[src/rtl/mvps_pkg.sv]
// Package: shared constants, register map and config struct for the MV parity unit.
package mvps_pkg;

  // Default motion vector component width
  localparam int MV_BITS_DEF = 12;

  // Configuration port geometry
  localparam int CFG_ADDR_BITS = 4;
  localparam int CFG_DATA_BITS = 32;

  // Register indexes (byte address is 4 * index)
  localparam logic [1:0] REG_MODE          = 2'd0;
  localparam logic [1:0] REG_DUMMY_PASS    = 2'd1;
  localparam logic [1:0] REG_MIN_LENGTH    = 2'd2;
  localparam logic [1:0] REG_MAX_COMPONENT = 2'd3;

  // Field widths of the registers
  localparam int MIN_LEN_BITS = 10;
  localparam int MAX_CMP_BITS = 11;
  localparam int LIM_BITS     = MIN_LEN_BITS + 1;
  localparam int LIM_SQ_BITS  = 2 * LIM_BITS;

  // Reset values
  localparam logic [MIN_LEN_BITS-1:0] MIN_LENGTH_RST    = 10'd5;
  localparam logic [MAX_CMP_BITS-1:0] MAX_COMPONENT_RST = 11'd30;
  localparam logic [LIM_SQ_BITS-1:0]  LIM_SQ_RST        = LIM_SQ_BITS'(4 * 5 * 5);

  // Mode and item codes
  localparam logic MODE_EMBED   = 1'b0;
  localparam logic MODE_EXTRACT = 1'b1;
  localparam logic OP_VECTOR    = 1'b0;
  localparam logic OP_LOAD      = 1'b1;

  typedef struct packed {
    logic                    mode;
    logic                    dummy_pass;
    logic [MIN_LEN_BITS-1:0] min_length;
    logic [MAX_CMP_BITS-1:0] max_component;
    logic [LIM_SQ_BITS-1:0]  lim_sq;
  } cfg_t;

endpackage

[src/rtl/mvps_in_if.sv]
// Interface: input channel carrying vector or payload-load items.
interface mvps_in_if #(
  parameter int MV_BITS = mvps_pkg::MV_BITS_DEF
);
  logic                      valid;
  logic                      ready;
  logic                      op;
  logic signed [MV_BITS-1:0] mv_x;
  logic signed [MV_BITS-1:0] mv_y;
  logic [7:0]                payload_byte;

  modport source (output valid, op, mv_x, mv_y, payload_byte, input ready);
  modport sink   (input valid, op, mv_x, mv_y, payload_byte, output ready);
endinterface

[src/rtl/mvps_out_if.sv]
// Interface: output channel carrying one result item per input item.
interface mvps_out_if #(
  parameter int MV_BITS = mvps_pkg::MV_BITS_DEF
);
  logic                    valid;
  logic                    ready;
  logic signed [MV_BITS:0] out_mv_x;
  logic signed [MV_BITS:0] out_mv_y;
  logic                    bit_taken;
  logic                    need_byte;
  logic [7:0]              byte_out;
  logic                    byte_valid;
  logic [31:0]             bit_count;

  modport source (output valid, out_mv_x, out_mv_y, bit_taken, need_byte, byte_out,
                  byte_valid, bit_count, input ready);
  modport sink   (input valid, out_mv_x, out_mv_y, bit_taken, need_byte, byte_out,
                  byte_valid, bit_count, output ready);
endinterface

[src/rtl/motion_vector_parity_stego_unit.sv]
// Top level: motion vector parity embed/extract unit with input and result registers.
//
// Usage:
//   mv_in carries items: op 0 is a motion vector (mv_x, mv_y), op 1 loads
//   payload_byte as the next byte to embed (ignored in extract mode).
//   mv_out returns exactly one result item per input item, in order.
//   The APB-style port sets mode, dummy_pass, min_length and max_component
//   at byte addresses 0, 4, 8 and 12; write it only while no item is in flight.
// Datapath:
//   An accepted item lands in the input register, is evaluated by one stage of
//   logic (two 11-bit squares, a compare and two parity passes) and is written
//   to the result register when the stage advances, that is when that register
//   is free or its result is being taken.
//   Throughput is one item per cycle while the receiver keeps ready high.
// Reset (rst, synchronous): clears both stage valids, the payload byte, the bit
//   index and the bit counter, and loads register defaults (embed, no dummy
//   pass, min_length 5, max_component 30).
// Stall: when the receiver holds ready low the result register holds; the
//   input register still takes one more item, then ready drops until the
//   result is taken. Nothing is lost or repeated.
module motion_vector_parity_stego_unit #(
  parameter int MV_BITS = mvps_pkg::MV_BITS_DEF
) (
  input  logic                                clk,
  input  logic                                rst,
  mvps_in_if.sink                             mv_in,
  mvps_out_if.source                          mv_out,
  input  logic                                psel,
  input  logic                                penable,
  input  logic                                pwrite,
  input  logic [mvps_pkg::CFG_ADDR_BITS-1:0]  paddr,
  input  logic [mvps_pkg::CFG_DATA_BITS-1:0]  pwdata,
  output logic [mvps_pkg::CFG_DATA_BITS-1:0]  prdata,
  output logic                                pready
);
  import mvps_pkg::*;

  localparam int OW = MV_BITS + 1;
  localparam int CW = (OW > MAX_CMP_BITS) ? OW : MAX_CMP_BITS;

  cfg_t cfg;

  // Input register
  logic                      s1_valid;
  logic                      s1_op;
  logic signed [MV_BITS-1:0] s1_x, s1_y;
  logic [7:0]                s1_byte;

  // Result register
  logic                 s2_valid;
  logic signed [OW-1:0] r_x, r_y;
  logic                 r_taken, r_need, r_bvalid;
  logic [7:0]           r_bout;
  logic [31:0]          r_count;

  // Block state
  logic [7:0]  data_byte, data_byte_next;
  logic [2:0]  bit_index, bit_index_next;
  logic [31:0] bits_total, bits_total_next;

  // Stage evaluation
  logic                 advance;
  logic                 qual;
  logic signed [OW-1:0] x1, y1, xa, ya, xb, yb;
  logic                 want;
  logic [OW-1:0]        xbu, ybu, mag_xb, mag_yb;
  logic                 fits;
  logic                 pick_x_orig, sel_lsb;
  logic [7:0]           ext_byte;
  logic signed [OW-1:0] n_x, n_y;
  logic                 n_taken, n_need, n_bvalid;
  logic [7:0]           n_bout;

  mvps_cfg u_cfg (
    .clk     (clk),
    .rst     (rst),
    .psel    (psel),
    .penable (penable),
    .pwrite  (pwrite),
    .paddr   (paddr),
    .pwdata  (pwdata),
    .prdata  (prdata),
    .pready  (pready),
    .cfg     (cfg)
  );

  // Advance the stage when the result register is free or being emptied
  assign advance      = s1_valid && (!s2_valid || mv_out.ready);
  assign mv_in.ready  = !s1_valid || advance;

  always_ff @(posedge clk) begin
    if (rst) begin
      s1_valid <= 1'b0;
    end else if (mv_in.ready) begin
      s1_valid <= mv_in.valid;
    end
  end

  always_ff @(posedge clk) begin
    if (mv_in.valid && mv_in.ready) begin
      s1_op   <= mv_in.op;
      s1_x    <= mv_in.mv_x;
      s1_y    <= mv_in.mv_y;
      s1_byte <= mv_in.payload_byte;
    end
  end

  mvps_qual #(.MV_BITS(MV_BITS)) u_qual (
    .mv_x          (s1_x),
    .mv_y          (s1_y),
    .max_component (cfg.max_component),
    .lim_sq        (cfg.lim_sq),
    .qualifies     (qual)
  );

  assign x1   = OW'(s1_x);
  assign y1   = OW'(s1_y);
  assign want = data_byte[bit_index];

  // Two embedding passes; the second re-selects on the first pass's output
  mvps_pass #(.W(OW)) u_pass_a (
    .x_in       (x1),
    .y_in       (y1),
    .want       (want),
    .dummy_pass (cfg.dummy_pass),
    .x_out      (xa),
    .y_out      (ya)
  );

  mvps_pass #(.W(OW)) u_pass_b (
    .x_in       (xa),
    .y_in       (ya),
    .want       (want),
    .dummy_pass (cfg.dummy_pass),
    .x_out      (xb),
    .y_out      (yb)
  );

  // Drop the bit if a pushed component left the allowed range
  assign xbu    = xb;
  assign ybu    = yb;
  assign mag_xb = xbu[OW-1] ? (~xbu + 1'b1) : xbu;
  assign mag_yb = ybu[OW-1] ? (~ybu + 1'b1) : ybu;
  assign fits   = (CW'(mag_xb) <= CW'(cfg.max_component)) &&
                  (CW'(mag_yb) <= CW'(cfg.max_component));

  // Extract side: selection on the received vector
  assign pick_x_orig = (!s1_y[MV_BITS-1] && (s1_y != '0)) ||
                       ((s1_x == '0) && (s1_y == '0));
  assign sel_lsb     = pick_x_orig ? s1_x[0] : s1_y[0];
  assign ext_byte    = data_byte | (8'(sel_lsb) << bit_index);

  always_comb begin
    data_byte_next  = data_byte;
    bit_index_next  = bit_index;
    bits_total_next = bits_total;
    n_x      = x1;
    n_y      = y1;
    n_taken  = 1'b0;
    n_need   = 1'b0;
    n_bout   = '0;
    n_bvalid = 1'b0;
    if (s1_op == OP_LOAD) begin
      if (cfg.mode == MODE_EMBED) begin
        data_byte_next = s1_byte;
      end
      n_x = '0;
      n_y = '0;
    end else if (qual) begin
      if (cfg.mode == MODE_EMBED) begin
        n_x = xb;
        n_y = yb;
        if (fits) begin
          n_taken         = 1'b1;
          bit_index_next  = bit_index + 3'd1;
          bits_total_next = bits_total + 32'd1;
          n_need          = (bit_index == 3'd7);
        end
      end else begin
        n_taken         = 1'b1;
        bit_index_next  = bit_index + 3'd1;
        bits_total_next = bits_total + 32'd1;
        if (bit_index == 3'd7) begin
          n_bout         = ext_byte;
          n_bvalid       = 1'b1;
          data_byte_next = '0;
        end else begin
          data_byte_next = ext_byte;
        end
      end
    end
  end

  // Commit state and result together when the stage advances
  always_ff @(posedge clk) begin
    if (rst) begin
      data_byte  <= '0;
      bit_index  <= '0;
      bits_total <= '0;
    end else if (advance) begin
      data_byte  <= data_byte_next;
      bit_index  <= bit_index_next;
      bits_total <= bits_total_next;
    end
  end

  always_ff @(posedge clk) begin
    if (rst) begin
      s2_valid <= 1'b0;
    end else if (advance) begin
      s2_valid <= 1'b1;
    end else if (mv_out.ready) begin
      s2_valid <= 1'b0;
    end
  end

  always_ff @(posedge clk) begin
    if (advance) begin
      r_x      <= n_x;
      r_y      <= n_y;
      r_taken  <= n_taken;
      r_need   <= n_need;
      r_bout   <= n_bout;
      r_bvalid <= n_bvalid;
      r_count  <= bits_total_next;
    end
  end

  assign mv_out.valid      = s2_valid;
  assign mv_out.out_mv_x   = r_x;
  assign mv_out.out_mv_y   = r_y;
  assign mv_out.bit_taken  = r_taken;
  assign mv_out.need_byte  = r_need;
  assign mv_out.byte_out   = r_bout;
  assign mv_out.byte_valid = r_bvalid;
  assign mv_out.bit_count  = r_count;
endmodule

[src/rtl/mvps_cfg.sv]
// Configuration registers behind the APB-style port.
module mvps_cfg (
  input  logic                                clk,
  input  logic                                rst,
  input  logic                                psel,
  input  logic                                penable,
  input  logic                                pwrite,
  input  logic [mvps_pkg::CFG_ADDR_BITS-1:0]  paddr,
  input  logic [mvps_pkg::CFG_DATA_BITS-1:0]  pwdata,
  output logic [mvps_pkg::CFG_DATA_BITS-1:0]  prdata,
  output logic                                pready,
  output mvps_pkg::cfg_t                      cfg
);
  import mvps_pkg::*;

  logic                   wr_en;
  logic [1:0]             reg_sel;
  logic [LIM_BITS-1:0]    lim_wr;
  logic [LIM_SQ_BITS-1:0] lim_sq_wr;

  assign pready  = 1'b1;
  assign wr_en   = psel & penable & pwrite;
  assign reg_sel = paddr[3:2];

  // Precompute (2*min_length)^2 at write time
  assign lim_wr    = {pwdata[MIN_LEN_BITS-1:0], 1'b0};
  assign lim_sq_wr = lim_wr * lim_wr;

  always_ff @(posedge clk) begin
    if (rst) begin
      cfg.mode          <= MODE_EMBED;
      cfg.dummy_pass    <= 1'b0;
      cfg.min_length    <= MIN_LENGTH_RST;
      cfg.max_component <= MAX_COMPONENT_RST;
      cfg.lim_sq        <= LIM_SQ_RST;
    end else if (wr_en) begin
      case (reg_sel)
        REG_MODE:          cfg.mode <= pwdata[0];
        REG_DUMMY_PASS:    cfg.dummy_pass <= pwdata[0];
        REG_MIN_LENGTH: begin
          cfg.min_length <= pwdata[MIN_LEN_BITS-1:0];
          cfg.lim_sq     <= lim_sq_wr;
        end
        REG_MAX_COMPONENT: cfg.max_component <= pwdata[MAX_CMP_BITS-1:0];
        default: ;
      endcase
    end
  end

  always_comb begin
    case (reg_sel)
      REG_MODE:          prdata = CFG_DATA_BITS'(cfg.mode);
      REG_DUMMY_PASS:    prdata = CFG_DATA_BITS'(cfg.dummy_pass);
      REG_MIN_LENGTH:    prdata = CFG_DATA_BITS'(cfg.min_length);
      REG_MAX_COMPONENT: prdata = CFG_DATA_BITS'(cfg.max_component);
      default:           prdata = '0;
    endcase
  end
endmodule

[src/rtl/mvps_qual.sv]
// Vector qualification: length against the minimum and components against the limit.
module mvps_qual #(
  parameter int MV_BITS = mvps_pkg::MV_BITS_DEF
) (
  input  logic signed [MV_BITS-1:0]              mv_x,
  input  logic signed [MV_BITS-1:0]              mv_y,
  input  logic [mvps_pkg::MAX_CMP_BITS-1:0]      max_component,
  input  logic [mvps_pkg::LIM_SQ_BITS-1:0]       lim_sq,
  output logic                                   qualifies
);
  import mvps_pkg::*;

  localparam int MW = (MV_BITS > MAX_CMP_BITS) ? MV_BITS : MAX_CMP_BITS;

  logic [MV_BITS-1:0]      xu, yu, mag_x, mag_y;
  logic                    in_lim_x, in_lim_y;
  logic [MAX_CMP_BITS-1:0] ax, ay;
  logic [LIM_SQ_BITS-1:0]  sq_x, sq_y;
  logic [LIM_SQ_BITS:0]    len_sq;

  assign xu    = mv_x;
  assign yu    = mv_y;
  assign mag_x = xu[MV_BITS-1] ? (~xu + 1'b1) : xu;
  assign mag_y = yu[MV_BITS-1] ? (~yu + 1'b1) : yu;

  assign in_lim_x = MW'(mag_x) <= MW'(max_component);
  assign in_lim_y = MW'(mag_y) <= MW'(max_component);

  // Within the limit a magnitude fits the 11-bit squarer; otherwise it fails anyway
  assign ax = in_lim_x ? MAX_CMP_BITS'(mag_x) : '0;
  assign ay = in_lim_y ? MAX_CMP_BITS'(mag_y) : '0;

  assign sq_x   = ax * ax;
  assign sq_y   = ay * ay;
  assign len_sq = {1'b0, sq_x} + {1'b0, sq_y};

  assign qualifies = in_lim_x & in_lim_y & (len_sq >= {1'b0, lim_sq});
endmodule

[src/rtl/mvps_pass.sv]
// One embedding pass: select a component and push it off zero on a parity mismatch.
module mvps_pass #(
  parameter int W = mvps_pkg::MV_BITS_DEF + 1
) (
  input  logic signed [W-1:0] x_in,
  input  logic signed [W-1:0] y_in,
  input  logic                want,
  input  logic                dummy_pass,
  output logic signed [W-1:0] x_out,
  output logic signed [W-1:0] y_out
);
  logic               pick_x;
  logic signed [W-1:0] c, c_new;
  logic               change;
  logic               positive;

  assign pick_x   = (!y_in[W-1] && (y_in != '0)) || ((x_in == '0) && (y_in == '0));
  assign c        = pick_x ? x_in : y_in;
  assign change   = (c[0] ^ want) & ~dummy_pass;
  assign positive = !c[W-1] && (c != '0);
  assign c_new    = positive ? (c + W'(1)) : (c - W'(1));

  always_comb begin
    x_out = x_in;
    y_out = y_in;
    if (change) begin
      if (pick_x) begin
        x_out = c_new;
      end else begin
        y_out = c_new;
      end
    end
  end
endmodule

[src/flat_wrapper.sv]
// flat-port wrapper written by rule: the top's interface ports become plain ports
module motion_vector_parity_stego_unit_flat import mvps_pkg::*;
#(
  parameter int MV_BITS = mvps_pkg::MV_BITS_DEF
)
  (clk, rst, psel, penable, pwrite, paddr, pwdata, prdata, pready, mv_in_valid, mv_in_op, mv_in_mv_x, mv_in_mv_y, mv_in_payload_byte, mv_in_ready, mv_out_valid, mv_out_out_mv_x, mv_out_out_mv_y, mv_out_bit_taken, mv_out_need_byte, mv_out_byte_out, mv_out_byte_valid, mv_out_bit_count, mv_out_ready);
  mvps_in_if #(.MV_BITS(MV_BITS)) mv_in_i ();
  mvps_out_if #(.MV_BITS(MV_BITS)) mv_out_i ();
  input  logic clk;
  input  logic rst;
  input  logic psel;
  input  logic penable;
  input  logic pwrite;
  input  logic [mvps_pkg::CFG_ADDR_BITS-1:0] paddr;
  input  logic [mvps_pkg::CFG_DATA_BITS-1:0] pwdata;
  output logic [mvps_pkg::CFG_DATA_BITS-1:0] prdata;
  output logic pready;
  input wire logic [$bits(mv_in_i.valid)-1:0] mv_in_valid;
  input wire logic [$bits(mv_in_i.op)-1:0] mv_in_op;
  input wire logic [$bits(mv_in_i.mv_x)-1:0] mv_in_mv_x;
  input wire logic [$bits(mv_in_i.mv_y)-1:0] mv_in_mv_y;
  input wire logic [$bits(mv_in_i.payload_byte)-1:0] mv_in_payload_byte;
  output wire logic [$bits(mv_in_i.ready)-1:0] mv_in_ready;
  output wire logic [$bits(mv_out_i.valid)-1:0] mv_out_valid;
  output wire logic [$bits(mv_out_i.out_mv_x)-1:0] mv_out_out_mv_x;
  output wire logic [$bits(mv_out_i.out_mv_y)-1:0] mv_out_out_mv_y;
  output wire logic [$bits(mv_out_i.bit_taken)-1:0] mv_out_bit_taken;
  output wire logic [$bits(mv_out_i.need_byte)-1:0] mv_out_need_byte;
  output wire logic [$bits(mv_out_i.byte_out)-1:0] mv_out_byte_out;
  output wire logic [$bits(mv_out_i.byte_valid)-1:0] mv_out_byte_valid;
  output wire logic [$bits(mv_out_i.bit_count)-1:0] mv_out_bit_count;
  input wire logic [$bits(mv_out_i.ready)-1:0] mv_out_ready;
  assign mv_in_i.valid = mv_in_valid;
  assign mv_in_i.op = mv_in_op;
  assign mv_in_i.mv_x = mv_in_mv_x;
  assign mv_in_i.mv_y = mv_in_mv_y;
  assign mv_in_i.payload_byte = mv_in_payload_byte;
  assign mv_in_ready = mv_in_i.ready;
  assign mv_out_valid = mv_out_i.valid;
  assign mv_out_out_mv_x = mv_out_i.out_mv_x;
  assign mv_out_out_mv_y = mv_out_i.out_mv_y;
  assign mv_out_bit_taken = mv_out_i.bit_taken;
  assign mv_out_need_byte = mv_out_i.need_byte;
  assign mv_out_byte_out = mv_out_i.byte_out;
  assign mv_out_byte_valid = mv_out_i.byte_valid;
  assign mv_out_bit_count = mv_out_i.bit_count;
  assign mv_out_i.ready = mv_out_ready;
  motion_vector_parity_stego_unit #(.MV_BITS(MV_BITS)) u_core (.clk(clk), .rst(rst), .mv_in(mv_in_i), .mv_out(mv_out_i), .psel(psel), .penable(penable), .pwrite(pwrite), .paddr(paddr), .pwdata(pwdata), .prdata(prdata), .pready(pready));
endmodule
[config.mk]
export PLATFORM = sky130hd
export DESIGN_NAME = motion_vector_parity_stego_unit_flat
export DESIGN_NICKNAME = d
export VERILOG_FILES = /design/src/rtl/mvps_pkg.sv /design/src/rtl/mvps_in_if.sv /design/src/rtl/mvps_out_if.sv /design/src/rtl/motion_vector_parity_stego_unit.sv /design/src/rtl/mvps_cfg.sv /design/src/rtl/mvps_qual.sv /design/src/rtl/mvps_pass.sv /design/src/flat_wrapper.sv
export SDC_FILE = /design/constraint.sdc
export NUM_CORES = 1
export LEC_CHECK = 0
export BUFFER_PORTS_ARGS = -buffer_cell sky130_fd_sc_hd__buf_2
export CAP_MARGIN = 10
export CORE_ASPECT_RATIO = 0.6
export CORE_MARGIN = 1.5
export CORE_UTILIZATION = 35
export CTS_BUF_LIST = sky130_fd_sc_hd__clkbuf_4 sky130_fd_sc_hd__clkbuf_8
export DETAILED_ROUTE_END_ITERATION = 8
export GPL_TIMING_DRIVEN = 0
export PLACE_DENSITY_LB_ADDON = 0.2
export RECOVER_POWER = 100
export SLEW_MARGIN = 20
export SYNTH_ARGS = -nofsm -noshare
export SYNTH_HDL_FRONTEND = slang
export SYNTH_SLANG_ARGS = --single-unit
export TNS_END_PERCENT = 30
[constraint.sdc]
create_clock -name clk -period 25 [get_ports clk]
set_input_delay 1.25 -clock clk [delete_from_list [all_inputs] [get_ports clk]]
set_output_delay 1.25 -clock clk [all_outputs]
set_load 0.05 [all_outputs]
# Word-level counts from Yosys, hierarchy flattened
# Index checks and enable logic that the tools add are counted.
word_totals:
  ff_bits: 190
  input_bits: 76
  out_inout_bits: 104
classes:
  n_addsub: 11
  multipliers: 3
  magnitude_cmp: 6
  eq_ne: 5
  shifts: 1
  n_mux: 42
  bitwise: 19
  n_reduce_logical: 48
ops:
  columns: ["op", "count"]
  rows:
  - ["two-way mux 13 bit", 18]
  - ["two-way mux 32 bit", 4]
  - ["case mux 32 bit (4 select lines)", 1]
  - ["zero test 13 bit", 4]
  - ["nonzero test 13 bit", 4]
  - ["multiplier 11 x 11 -> 22 bit", 2]
  - ["two-way mux 8 bit", 5]
  - ["adder 32 x 1 -> 32 bit (second input constant)", 1]
  - ["adder 13 x 1 -> 13 bit (second input constant)", 2]
  - ["adder 13 x 2 -> 13 bit (second input constant)", 2]
  - ["<= comparator 13 x 11 -> 1 bit", 2]
  - ["inverter 13 bit", 2]
  - ["subtractor 13 x 2 -> 13 bit (second input constant)", 2]
  - ["adder 12 x 1 -> 12 bit (second input constant)", 2]
  - ["<= comparator 12 x 11 -> 1 bit", 2]
  - ["zero test 12 bit", 2]
  - ["two-way mux 12 bit", 2]
  - ["inverter 12 bit", 2]
  - ["adder 22 x 22 -> 23 bit", 1]
  - ["greater-or-equal comparator 23 x 22 -> 1 bit", 1]
  - ["two-way mux 11 bit", 2]
  - ["multiplier 10 x 10 -> 20 bit", 1]
  - ["nonzero test 12 bit", 1]
  - ["logical AND 1 bit", 11]
  - ["other kinds (23)", 59]

# Depth between registers and ports, before layout
depth:
  depth_word: 27
  depth_mapped: 65
  ltp_nobuf: 61

# Modules after synthesis
# Synthesis repeated with hierarchy kept, for this count alone.
unflattened:
  hier_cells: 2611
  area_unflattened_um2: 23212.3
modules_own_cells:
  columns: ["mod", "instances", "cells_per_inst", "area_per_inst_um2", "seq_area_each_um2"]
  rows:
  - ["mvps_qual", 1, 1018, 8648.3, 0.0]
  - ["motion_vector_parity_stego_unit", 1, 715, 7353.3, 3963.8]
  - ["mvps_cfg", 1, 572, 4775.8, 820.8]
  - ["mvps_pass", 2, 153, 1217.4, 0.0]

# Least setup slack after synthesis
# Ideal clock, no wire load.
synth_timing:
  path_kind: "register to register"
  start: "register u_core.s1_y[11]"
  end: "register u_core.r_count[11], in the netlist u_core.mv_out.bit_count[11] (data pin)"
  setup_ns: 0.261
  arrival_ns: 12.787
  required_time_ns: 24.739
  slack_ns: 11.952
  path_stages_with_launch: 62
  path_buffers: 6
  cell_sequence: "edfxtp_1 > clkbuf_1 > clkbuf_1 > mux2i_1 > inv_1 > ha_1 > nor2b_1 > o21a_1 > o21a_1 > o21a_1 > o21a_1 > o21ai_0 > a21oi_1 > o31a_1 > o21bai_1 > and2_1 > clkbuf_1 > nand2_1 > (+26 left out) > xnor2_1 > ha_1 > and3_1 > nand3_1 > nor2_1 > a2111oi_0 > o211ai_1 > o32a_1 > o311ai_1 > nor2_1 > inv_1 > a2111o_1 > o21a_1 > buf_6 > buf_6 > clkbuf_1 > nor2_1 > xor2_1"
synth_between:
  elab_chain_len: 27
  elab_cells_between_ends: 62
  cone_classes: "add/sub (8); mul (1); order compare (4); mux (20); bitwise (9); reduce/logical (20)"
synth_rtl:
  columns: ["element", "line", "source"]
  rows:
  - ["start, declared", "motion_vector_parity_stego_unit.sv:46", "logic signed [MV_BITS-1:0] s1_x, s1_y;"]
  - ["start signal, assigned", "motion_vector_parity_stego_unit.sv:103", "s1_y <= mv_in.mv_y;"]
  - ["branches (longest 25 deep; another with adder 22 x 22 -> 23 bit)", null, null]
  - ["two-way mux 32 bit (*)", "motion_vector_parity_stego_unit.sv:169", "end else if (qual) begin"]
  - ["two-way mux 32 bit (*)", "motion_vector_parity_stego_unit.sv:163", "if (s1_op == OP_LOAD) begin"]
  - ["via u_core.bits_total_next[11]", "motion_vector_parity_stego_unit.sv:59", "logic [31:0] bits_total, bits_total_next;"]
  - ["end signal, assigned", "motion_vector_parity_stego_unit.sv:225", "r_count <= bits_total_next;"]
  - ["end, declared", "motion_vector_parity_stego_unit.sv:54", "logic [31:0] r_count;"]
# Mark *: on every way through the listed nets, which the timed path passes.
# A chain may end at the register's enable or synchronous reset.

# Worst setup path after layout
layout_timing:
  start: "register u_core.s1_y[11]"
  end: "register u_core.r_count[28], in the netlist u_core.mv_out.bit_count[28] (data pin)"
# The elaborated chain is that of the path after synthesis.

==> out/metrics.yaml <==
cts:
  cts_made_buffers: 17
  ctsResizeCount: 0
  cts.sinks: 188
  worstSkewPairLatency_ps: 550
  postCtsSetupBuffers: 0
  root_buffer: "clkbuf_8"
  cts_tree: "built"
  cts.clk_slew.worst_paths_ps: 110
  clock_path_buffers: 2
  cts_hold_buf: 0
  cts_htree_levels: 4
timing:
  finalMaxSlewViolations: 108
  whs_ps: 461.7
  rsz0062_at_grt: "false"
  setup_viol: 0
  fmax_ghz: 0.05522
  timing.max_slew.rel_slack_pct: -52.80
  timing_hold_violations_final: 0
  timing.setup.tns_ps: 0
  tightest_slew_ps: 2292
  fin_crit_sh_pct: 72.43
  finClkSkew_ps: 33.13
  finalCriticalPeriod_ps: 18110
layout:
  final_nets: 3210
  final_common_cell: "inv_1"
  antenna_cells: 0
  area_delta_synth_final_pct: 9.352
  final_area_mm2: 0.02439
  final_cell_mix: "inv_1, ha_1, nor2_1"
  utilization_pct: 38.83
  drive_above_1_share_pct: 6.282
  nFillCells: 6494
  final_cells: 3545
placed_design:
  place_congestion: 0.9687
  hpwl_um: 61570
  placedCellCount: 3513
  port_buffers: 133
  dpl_cell_area_mm2: 0.02414
power:
  p_per_area_mw_per_mm2: 105.5
  power_frac_comb_pct: 78.1
  power.leakage_uw: 0.01074
  irDropWorstVdd_uv: 98.99
  swShare_pct: 50.18
  p_int_uw: 1282
  p_clk_share_pct: 8.3
  pwr-share-seq_pct: 13.6
  netSwitchingPower_uw: 1291
synthesis:
  syn_area_per_cell_um2: 8.854
  synth_seq_cells: 188
  synth_edf_count: 102
  synthCells: 2519
  ys_seq_area_share_pct: 21.45
  synthFlopType: "edfxtp_1"
  syn_area_mm2: 0.02230
  async_flop_share_pct: 0
  ys_warn_count: 0
  ys_types: 79
detailed_routing:
  vias: 18960
  wl_per_cell_um: 20.64
  drt_iter0_markers: 1854
  drt_wl_total_um: 73160
  drc_errors: 0
  ant_nets: 0
  first_pass_iters: 6
  viasPerCell: 5.349
die:
  die-area_mm2: 0.06530
  core_area_mm2: 0.06281
  die_x_um: 328.9
  fp.dieH_um: 198.5
  ios: 180
  initial_core_util_pct: 35.51
  std_cell_rows: 71
outcome:
  failed_checks: "max-capacitance violations, max-slew violations"
  status: "complete, but fails checks"
worst_setup_path:
  crit_top_cell: "o21ai_0"
  slowest_delay_ps: 1190
  cp-start-kind: "register"
  startpoint: "u_core.s1_y[11]"
  cp.arrival_ps: 18380
  endpoint_kind: "register"
  critical_path_required_ps: 25270
  worst-path-max-fanout: 10
  path_class: "register to register"
  reg2reg_from: "u_core.s1_y[11]"
  slowest_stage: "o311ai_0"
global_routing:
  grt_max_degree: 43
  grt_pass1_vias: 18530
  grt_overflow: 0
  grt_pass1_wl_um: 110800
  antenna_found_initial: 3
  grtUsageTotal_pct: 22.56
worst_hold_path:
  hold_path.startpoint: "u_core.u_cfg.cfg[36]"
  worstHoldPathType: "register to register"
flow_run:
  maxCapViolations: 3
## path summary, 6_finish.rpt
check,endpoint,slack [ps],cells after the start
setup / recovery,u_core.mv_out.bit_count[28],6890,62
setup reg to reg,u_core.mv_out.bit_count[28],6890,62
hold reg to reg,u_core.u_cfg.cfg[36],460,2
hold / removal,u_core.u_cfg.cfg[36],460,2
## critical path: cells and delay by family (launching register included)
family,cells,cell delay [ps]
fa+ha+maj,10,4070
buf+inv,12,3550
simple gates,10,1960
xor+xnor,3,1210
compound gates,27,6590
flops,1,430
## cell usage after synthesis (all sizes together), types with 8 or more instances
cell | count | share of area [%]
nand2b | 15 | 0.42
and3 | 35 | 0.98
dfxtp | 86 | 7.7
nor2 | 225 | 3.8
edfxtp | 102 | 14
or2 | 11 | 0.31
a211oi | 15 | 0.57
fa | 214 | 19
and2 | 49 | 1.4
o21ai | 73 | 1.7
nand3 | 60 | 1.3
mux2 | 21 | 1.1
nor3 | 25 | 0.56
buf | 36 | 1.1
mux2i | 46 | 2.1
ha | 227 | 13
nand2 | 224 | 3.8
inv | 338 | 5.7
a21oi | 154 | 3.5
o31ai | 44 | 1.6
a21boi | 8 | 0.27
nor4 | 14 | 0.42
clkbuf | 89 | 1.5
xor2 | 53 | 2.1
a21o | 28 | 0.94
o21bai | 16 | 0.54
o21a | 37 | 1.2
a31oi | 12 | 0.34
nor2b | 30 | 0.84
nand4 | 16 | 0.45
o211ai | 15 | 0.53
or3 | 22 | 0.62
or4 | 39 | 1.3
xnor2 | 79 | 3.1
## through the flow
stage / setup WS (ps) / total power [uW]
detailed placement: 7960 / 2363
finish: 6892 / 2573
floorplan: 11950 / 1865
CTS: 7902 / 2598
global route: 5581 / 2874
global placement: 8065 / 2330
## power by group through the flow
stage                     registers, uW  clock network (uW)  logic (uW)
final                               349                 214        2010
after detailed placement            356                   0        2010
after global placement              356                   0        1970
after CTS                           349                 221        2030
after floorplan                     380                   0        1490
after global routing                351                 231        2290
## routing by layer
metal / GRT usage (%) / share of wire, %
met5: 0 / 0
met4: 3.482 / 1.0
met3: 5.136 / 9.0
met2: 32.01 / 40
met1: 34.82 / 50
## cell type report
type                    instances  area [um2]  share of cell area, %
plain buffers                 125       565.5                  2.319
clock buffers                  18       241.5                 0.9902
clock inverters                14       145.1                 0.5951
inverters                     340        1277                  5.238
multi-input cells            1886       15750                  64.60
flip-flops and latches        188        4785                  19.62
well taps                     839        1050                  4.304
repair buffers                135       570.5                  2.339
## logic make-up after synthesis
group                      after synthesis  share of synthesized area (%)
AOI/OAI and AO/OA                      442                          12.88
other                                    2                        0.03367
muxes                                   69                          3.344
adders and majority gates              441                          31.94
buffers and inverters                  465                          8.331
xor gates and xnor gates               132                          5.217
and+or+nand+nor                        780                          16.80
DFF                                    188                          21.45
## sequential cells by signal, indices dropped and copies added, names as in the netlist, 12 cells and up
register	count
u_core.mv_out.out_mv_y	13
u_core.mv_out.out_mv_x	13
u_core.bits_total	32
u_core.u_cfg.cfg	41
u_core.s1_x	12
u_core.s1_y	12
u_core.mv_out.bit_count	32
Power figures use the tool's default switching activity.
